## src/hdl/mfbc_pkg.sv

```systemverilog
package mfbc_pkg;

	localparam int unsigned NUM_ROUNDS = 32;
	localparam int unsigned NUM_KEYS   = 8;
	localparam int unsigned KEY_IDX_W  = 3;
	localparam int unsigned CFG_IDX_W  = 4;
	localparam int unsigned WORD_W     = 32;
	localparam int unsigned ROT_LEFT   = 11;
	localparam int unsigned NIBBLES    = 8;

	typedef logic [WORD_W-1:0] word_t;

	typedef struct packed {
		logic  req_type;
		word_t block_lo;
		word_t block_hi;
	} in_word_t;

	typedef struct packed {
		word_t result_lo;
		word_t result_hi;
	} out_word_t;

	typedef struct packed {
		logic  dec;
		word_t left;
		word_t right;
	} stage_t;

	localparam logic [3:0] SBOX_TAB [0:7][0:15] = '{
		'{4'd12, 4'd4, 4'd6, 4'd2, 4'd10, 4'd5, 4'd11, 4'd9,
		  4'd14, 4'd8, 4'd13, 4'd7, 4'd0, 4'd3, 4'd15, 4'd1},
		'{4'd6, 4'd8, 4'd2, 4'd3, 4'd9, 4'd10, 4'd5, 4'd12,
		  4'd1, 4'd14, 4'd4, 4'd7, 4'd11, 4'd13, 4'd0, 4'd15},
		'{4'd11, 4'd3, 4'd5, 4'd8, 4'd2, 4'd15, 4'd10, 4'd13,
		  4'd14, 4'd1, 4'd7, 4'd4, 4'd12, 4'd9, 4'd6, 4'd0},
		'{4'd12, 4'd8, 4'd2, 4'd1, 4'd13, 4'd4, 4'd15, 4'd6,
		  4'd7, 4'd0, 4'd10, 4'd5, 4'd3, 4'd14, 4'd9, 4'd11},
		'{4'd7, 4'd15, 4'd5, 4'd10, 4'd8, 4'd1, 4'd6, 4'd13,
		  4'd0, 4'd9, 4'd3, 4'd14, 4'd11, 4'd4, 4'd2, 4'd12},
		'{4'd5, 4'd13, 4'd15, 4'd6, 4'd9, 4'd2, 4'd12, 4'd10,
		  4'd11, 4'd7, 4'd8, 4'd1, 4'd4, 4'd3, 4'd14, 4'd0},
		'{4'd8, 4'd14, 4'd2, 4'd5, 4'd6, 4'd9, 4'd1, 4'd12,
		  4'd15, 4'd4, 4'd11, 4'd0, 4'd13, 4'd10, 4'd3, 4'd7},
		'{4'd1, 4'd7, 4'd14, 4'd13, 4'd0, 4'd5, 4'd8, 4'd3,
		  4'd4, 4'd10, 4'd9, 4'd15, 4'd11, 4'd6, 4'd2, 4'd12}
	};

	// Nibble p of the sum goes through box p XOR 1, so the high nibble of
	// byte b uses box 2b and the low nibble box 2b+1.
	function automatic word_t round_fn(input word_t half, input word_t key);
		word_t sum;
		word_t sub;
		sum = half + key;
		sub = '0;
		for (int p = 0; p < NIBBLES; p++) begin
			sub[4*p +: 4] = SBOX_TAB[p ^ 1][sum[4*p +: 4]];
		end
		return {sub[WORD_W-ROT_LEFT-1:0], sub[WORD_W-1:WORD_W-ROT_LEFT]};
	endfunction

endpackage

```

## src/hdl/mfbc_round_cell.sv

```systemverilog
module mfbc_round_cell (
	input  logic            clk,
	input  logic            arst_n,
	input  logic            up_valid,
	output logic            up_ready,
	input  mfbc_pkg::stage_t up_data,
	output logic            dn_valid,
	input  logic            dn_ready,
	output mfbc_pkg::stage_t dn_data,
	input  mfbc_pkg::word_t  enc_key,
	input  mfbc_pkg::word_t  dec_key
);
	import mfbc_pkg::*;

	logic   valid_q;
	stage_t data_q;
	stage_t next_data;
	word_t  key;

	assign up_ready = !valid_q || dn_ready;
	assign key      = up_data.dec ? dec_key : enc_key;

	always_comb begin
		next_data.dec   = up_data.dec;
		next_data.left  = up_data.right ^ round_fn(up_data.left, key);
		next_data.right = up_data.left;
	end

	always_ff @(posedge clk or negedge arst_n) begin
		if (!arst_n) begin
			valid_q <= 1'b0;
		end else if (up_ready) begin
			valid_q <= up_valid;
		end
	end

	always_ff @(posedge clk) begin
		if (up_valid && up_ready) begin
			data_q <= next_data;
		end
	end

	assign dn_valid = valid_q;
	assign dn_data  = data_q;

endmodule

```

## config.mk

```make
export PLATFORM = sky130hd
export DESIGN_NAME = mfbc_round_cell
export DESIGN_NICKNAME = d
export VERILOG_FILES = /design/src/hdl/mfbc_pkg.sv /design/src/hdl/mfbc_round_cell.sv
export SDC_FILE = /design/constraint.sdc
export NUM_CORES = 1
export LEC_CHECK = 0
export BUFFER_PORTS_ARGS = -buffer_cell sky130_fd_sc_hd__clkbuf_2
export CORE_ASPECT_RATIO = 0.6
export CORE_MARGIN = 10
export CORE_UTILIZATION = 52
export DETAILED_ROUTE_END_ITERATION = 7
export PLACE_DENSITY_LB_ADDON = 0.08
export SLEW_MARGIN = 20
export SYNTH_ARGS = -nofsm -noshare
export SYNTH_HDL_FRONTEND = slang
export SYNTH_SLANG_ARGS = --single-unit
```

## constraint.sdc

```tcl
create_clock -name clk -period 7.4 [get_ports clk]
set_clock_uncertainty 0.2 [all_clocks]
set_input_delay 0.37 -clock clk [delete_from_list [all_inputs] [get_ports clk]]
set_output_delay 0.37 -clock clk [all_outputs]
set_load 0.05 [all_outputs]
```

# ---- After elaboration in Yosys (flattened, before gate mapping)
# Memories as Yosys holds them, arrays and structs flattened.
# Index checks and enable logic that the tools add are counted.
dict set report word_totals {
  input_bits 133
  wordCells 50
  ff_bits 66
  mem_count 8
  output_inout_bits 67
  rom_bits 512
}
# memory words width rd rd_ports_with_merged_regs write_ports line
set memory_table {}
lappend memory_table {{(no name shown)} 16 4 1 0 0 mfbc_pkg.sv:57} ;# sub[4*p +: 4] = SBOX_TAB[p ^ 1][sum[4*p +: 4]];
lappend memory_table {{(no name shown)} 16 4 1 0 0 mfbc_pkg.sv:57}
lappend memory_table {{(no name shown)} 16 4 1 0 0 mfbc_pkg.sv:57}
lappend memory_table {{(no name shown)} 16 4 1 0 0 mfbc_pkg.sv:57}
lappend memory_table {{(no name shown)} 16 4 1 0 0 mfbc_pkg.sv:57}
lappend memory_table {{(no name shown)} 16 4 1 0 0 mfbc_pkg.sv:57}
lappend memory_table {{2 more memories} -- -- -- -- -- --}
dict set report classes {
  mux 17
  bitwise 9
  addsub 1
  reduce_logical 3
  magnitude_cmp 8
}
# cell count
set ops {}
lappend ops {{$mux W4} 16}
lappend ops {{$ge A5 B5 Y1 const B} 8}
lappend ops {{$not A4 Y5} 8}
lappend ops {{$add A32 B32 Y32} 1}
lappend ops {{$mux W32} 1}
lappend ops {{$xor A32 B32 Y32} 1}
lappend ops {{$logic_and A1 B1 Y1} 1}
lappend ops {{$logic_not A1 Y1} 1}
lappend ops {{$logic_or A1 B1 Y1} 1}

# ---- Depth between registers and ports, before layout
# Gate-level depths: netlist of run 1.
dict set report depth {
  ltp_word 7
  mapped_depth 20
  mapped_depth_nobuf 18
}

# ---- Worst setup path after synthesis of run 1
# OpenSTA, ideal clock, no wires.
dict set report synth_timing {
  path_kind {in2reg}
  from {input up_data[64] (netlist bit)}
  to {register data_q (netlist bit dn_data[35]) (data pin)}
  stages 18
  n_path_buf 2
  slack_ns 2.860
  required_time_ns 6.943
  setup_ns 0.257
  t_arrival_ns 4.083
  path_cell_list {clkbuf_1 clkbuf_1 mux2_2 ha_1 inv_1 fa_1 nor2b_1 o2111ai_1 a21oi_2 nor4b_2 nor2_1 a21o_1 a21boi_1 xnor2_1 inv_1 ha_1 mux4_2 xor2_1}
}
# element line
set synth_rtl {}
lappend synth_rtl {{start, declared} mfbc_round_cell.sv:6} ;# input mfbc_pkg::stage_t up_data,
lappend synth_rtl {{end signal, assigned} mfbc_round_cell.sv:39} ;# data_q <= next_data;
lappend synth_rtl {{end, declared} mfbc_round_cell.sv:16} ;# stage_t data_q;

==> flow_metrics.tcl, run 1 <==
set metrics [dict create \
    die_h_um 102 \
    syn_area_per_cell_um2 11.0 \
    hold_path_end "dn_data[29]" \
    num_antenna_cells 0 \
    finish.net_count 941 \
    stdcell_count 880 \
    syn_to_final_growth_pct 25.3 \
    cts_buffer_depth 2 \
    critical_path_required_ps 7280 \
    layout.cells.most_common "clkbuf_2" \
    synth_adder_area_share 0.155 \
    synth-main-ff-cell "edfxtp_1" \
    setup_slack_ps 2580 \
    cp-end-kind "register" \
    antenna_found_initial 1 \
    ys_ff_latch 66 \
    postCtsResizedCells 0 \
    fill_cells 909 \
    hold_ws_ps 34.3 \
    power_mw 1.96 \
    cts_tree "built" \
    rsz0062_at_grt "no" \
    min_from "up_data[61]" \
    synth_nets 736 \
    route.detailed.drc 0 \
    drv_slew 0 \
    start_util 0.542 \
    syn_inst 531 \
    cp_cell_sequence "clkbuf_2 > buf_4 > mux2_2 > ha_1 > a21o_1 > a21oi_1 > a21oi_2 > nor4b_2 > nor2_1 > a21o_1 > a21boi_1 > xnor2_1 > inv_1 > ha_1 > mux4_2 > xnor2_1" \
    finalHoldViolCount 0 \
    post-place-ws_ps 2240 \
    die-width_um 157 \
    fin_crit_sh 0.651 \
    routedWlPerCell_um 18.5 \
    ant_nets 0 \
    gp_congestion 0.852 \
    r2r-start "dn_valid" \
    reg2reg_setup_slack_ps 5570 \
    via_count 4874 \
    r2r_cells 2 \
    tightest_slew_ps 873 \
    grt_max_degree 66 \
    relSlewSlack 0.418 \
    gr-total-overflow 0 \
    drt_wl_total_mm 16.3 \
    synth_cell_types 70 \
    io_pins 200 \
    cts_num_sinks 66 \
    synth_compound_area_frac 0.149 \
    grt_pass1_vias 5039 \
    crit_slowest_cell "mux4_2" \
    cts_max_level 3 \
    crit_type "primary input to register" \
    port_buffers 199 \
    drv_cap 0 \
    cp_slowest_stage_delay_ps 470 \
    fp.coreArea_mm2 0.0108 \
    cts_setup_buffers 0 \
    drive_above_1_share 0.393 \
    status "finished clean" \
    synth_xor_area_frac 0.101 \
    ys_seq_area_frac 0.338 \
    hpwl_mm 13.4 \
    clk_pin_slew_ps 60 \
    dieArea_mm2 0.0160 \
    rows 29 \
    startpoint_type "primary input" \
    cts_root_buf "clkbuf_16" \
    synth_top_family_by_area "adder cells" \
    synth_edf_count 65 \
    syn_area_mm2 0.00584 \
    cellLeakagePower_nw 3.42 \
    cts-buffers-inserted 9 \
    routed_via_density 5.54 \
    clock.fmax_mhz 208 \
    synthArstFlopShare 0.0152 \
    worstReg2RegEnd "dn_data[25]" \
    vdd.ir_drop.worst_mv 0.179 \
    clk_latency_ps 330 \
    path_max_fanout 19 \
    grt_pass1_wl_mm 25.4 \
    power_density_mw_per_mm2 267 \
    setup_violations 0 \
    hold-path-cell-count 1 \
    grt_usage 0.197 \
    setup_tns_ps 0 \
    cts-hold-fix-buffers 1 \
    drt_first_iter_violations 242 \
    synth_simple_gate_area_frac 0.0940 \
    crit_arrival_ps 4700 \
    synthMuxAreaShare 0.131 \
    drt-pass1-iter-count 4 \
    hp-class "primary input to register" \
    fin_crit_ps 4820 \
    yosys_warnings 0 \
    layout_common_cells "clkbuf_2, ha_1, edfxtp_1" \
    place_inst 863 \
]
## synthesized netlist by cell type (all sizes together) (9+ instances only)
library cell  number  area [µm²]
o211ai            10        80.1
nand3              9        50.1
mux2i             11         110
mux2              30         338
edfxtp            65        1950
ha                71         888
xor2              26         243
o21ai             13        68.8
nand2             18        67.6
nor3              11        60.1
nor2              33         129
xnor2             36         345
mux4              14         315
a21oi             35         186
a21o              17         128
inv               42         158
## power by group
group,internal [mW],switching [mW]
sequential,0.501,0.0134
combinational,0.377,0.615
clock,0.288,0.162
total,1.17,0.791
## kinds of logic after synthesis
kind of cell    count (synthesis)
compound gates                121
simple gates                  106
fa+ha+maj                      72
flops                          66
xor+xnor                       62
mux                            55
buf+inv                        49
## worst max-delay path: cells and delay by family
| kind | cells | cell delay (ps) |
|---|---|---|
| compound gates | 5 | 1000 |
| simple gates | 2 | 490 |
| mux | 2 | 840 |
| xor+xnor | 2 | 440 |
| fa+ha+maj | 2 | 560 |
| buf+inv | 3 | 990 |
## how the worst max path moves through the flow
stage                     depth (start not counted)        start  slack, ps           to
after floorplan                                  18  up_data[64]       2860  dn_data[35]
after global placement                           16  up_data[64]       2380  dn_data[35]
after detailed placement                         16  up_data[64]       2240  dn_data[38]
after CTS                                        16  up_data[64]       2570  dn_data[38]
after global routing                             16  up_data[64]       2200  dn_data[35]
final                                            16  up_data[64]       2580  dn_data[38]
## state kept, by name (all words and copies together), names as in the netlist
name,count
dn_valid,1
dn_data,65
## routing by layer
layer  global-route usage  vias up  routed length (µm)
met4               0.0368        2                 133
met2                0.314      193                7100
met1                0.255     2286                7500
li1                     -     2376                   -
met3               0.0721       17                1550
met5                    0        -                  13
## layout make-up
type                    count  area [µm²]  share of cell area
flip-flops and latches     66        1980               0.270
clock inverters             4        48.8             0.00667
inverters                  42         158              0.0215
well taps                 139         174              0.0238
multi-input cells         416        3680               0.503
repair buffers            201        1010               0.138
clock buffers              12         267              0.0364
## per-stage QoR
stage | util | cell area (µm²)
global route | 0.679 | 7320
global placement | 0.649 | 6990
floorplan | - | 5840
CTS | 0.679 | 7320
detailed placement | 0.649 | 6990
finish | 0.679 | 7320
No activity file was read; power rests on OpenSTA's default activity.
==> inputs of run 2 (changes only) <==
==> constraint.sdc (replaced) <==
create_clock -name clk -period 4.9 [get_ports clk]
set_clock_uncertainty 0.2 [all_clocks]
set_input_delay 0.245 -clock clk [delete_from_list [all_inputs] [get_ports clk]]
set_output_delay 0.245 -clock clk [all_outputs]
set_load 0.05 [all_outputs]
==> run 2 against run 1 <==
Net effect:
- critical path depth increased by 2
- non-clock buffer count is 40 higher
- critical endpoint is now dn_data[63]
- largest cell class unchanged
- register-to-register slack got worse by 2500 ps
- via count up 2.9%
- hold slack got worse by 21 ps
- clock-buffer cell count stayed put
==> flow_metrics.tcl, run 2 (synthesis results as in run 1) <==
set metrics [dict create \
    status "finished clean" \
    num_antenna_cells 0 \
    drt-pass1-iter-count 4 \
    tightest_slew_ps 883 \
    crit_type "primary input to register" \
    cp-end-kind "register" \
    route.detailed.drc 0 \
    finish.net_count 981 \
    clk_latency_ps 330 \
    rsz0062_at_grt "no" \
    drv_cap 0 \
    syn_to_final_growth_pct 32.7 \
    largest_register_ff_count 65 \
    grt_usage 0.207 \
    via_count 5014 \
    grt_pass1_wl_mm 26.9 \
    power_mw 2.91 \
    grt_max_degree 66 \
    setup_slack_ps 204 \
    clock.fmax_mhz 213 \
    power_density_mw_per_mm2 376 \
    clk_pin_slew_ps 60 \
    path_max_fanout 19 \
    ant_nets 0 \
    io_pins 200 \
    drive_above_1_share 0.380 \
    post-place-ws_ps 272 \
    cts-buffers-inserted 9 \
    layout_common_cells "clkbuf_2, ha_1, edfxtp_1" \
    dieArea_mm2 0.0160 \
    cts_num_sinks 66 \
    fin_crit_ps 4700 \
    routed_via_density 5.45 \
    startpoint_type "primary input" \
    layout.cells.most_common "clkbuf_2" \
    drv_slew 0 \
    hpwl_mm 13.1 \
    reg2reg_setup_slack_ps 3040 \
    hold-path-cell-count 2 \
    cts_root_buf "clkbuf_16" \
    hold_ws_ps 13.1 \
    cts_buffer_depth 2 \
    fin_crit_sh 0.958 \
    gr-total-overflow 0 \
    place_inst 864 \
    gp_congestion 0.895 \
    vdd.ir_drop.worst_mv 0.212 \
    critical_path_required_ps 4780 \
    start_util 0.542 \
    die_h_um 102 \
    port_buffers 199 \
    drt_wl_total_mm 16.8 \
    setup_tns_ps 0 \
    cts_tree "built" \
    stdcell_count 920 \
    routedWlPerCell_um 18.3 \
    cts_max_level 3 \
    relSlewSlack 0.411 \
    crit_arrival_ps 4580 \
    finalHoldViolCount 0 \
    die-width_um 157 \
    setup_violations 0 \
    grt_pass1_vias 5373 \
    drt_first_iter_violations 214 \
    cellLeakagePower_nw 3.58 \
    hp-class "primary input to register" \
    antenna_found_initial 0 \
    r2r_cells 2 \
    fp.coreArea_mm2 0.0108 \
    rows 29 \
]
-- run 2: repair_timing --
action,in CTS,in global routing
resized for setup,0,10
hold buffers,40,0
buffers inserted,0,0
endpoints found under the setup margin,0,10
endpoints found under the hold margin,40,0
-- run 2: stage by stage --
stage               area, µm²   util
floorplan                5840      -
detailed placement       7010  0.651
global placement         7010  0.651
global route             7750  0.720
finish                   7750  0.720
CTS                      7690  0.714
-- run 2: cell type report --
class	instances	area, µm²
flip-flops and latches	66	1980
repair buffers	241	1420
clock inverters	4	28.8
clock buffers	12	246
inverters	42	158
fillers	786	3020
multi-input cells	416	3750
well taps	139	174
-- run 2: routing by layer --
metal	routed length (µm)	GRT usage	up-vias
li1	-	-	2456
met1	7510	0.258	2330
met2	7530	0.339	199
met3	1490	0.0734	29
met4	271	0.0527	0
met5	0	0	-
-- run 2: power by group --
group	total [mW]	internal (mW)	switching, mW
logic	1.54	0.600	0.936
clock network	0.601	0.356	0.244
registers	0.777	0.756	0.0210
-- run 2: final timing paths --
kind                             start     endpoint
max                        up_data[64]  dn_data[63]
min                        up_data[25]  dn_data[57]
max reg2reg                   dn_valid  dn_data[27]
min reg2reg                   dn_valid     dn_valid
max in group asynchronous       arst_n     dn_valid
min in group asynchronous       arst_n     dn_valid
-- run 2: critical path, stage by stage --
cell and delay, ps:
dlygate4sd3_1 530, clkbuf_2 150, buf_12 170, mux2_2 230, ha_1 200, inv_1 70, fa_1 410, nor2b_1 210
o2111ai_2 160, a21oi_2 320, nor4b_4 90, nor2_1 130, a21o_1 170, xor2_1 390, inv_1 210, ha_1 250
mux4_2 470, xor2_1 150
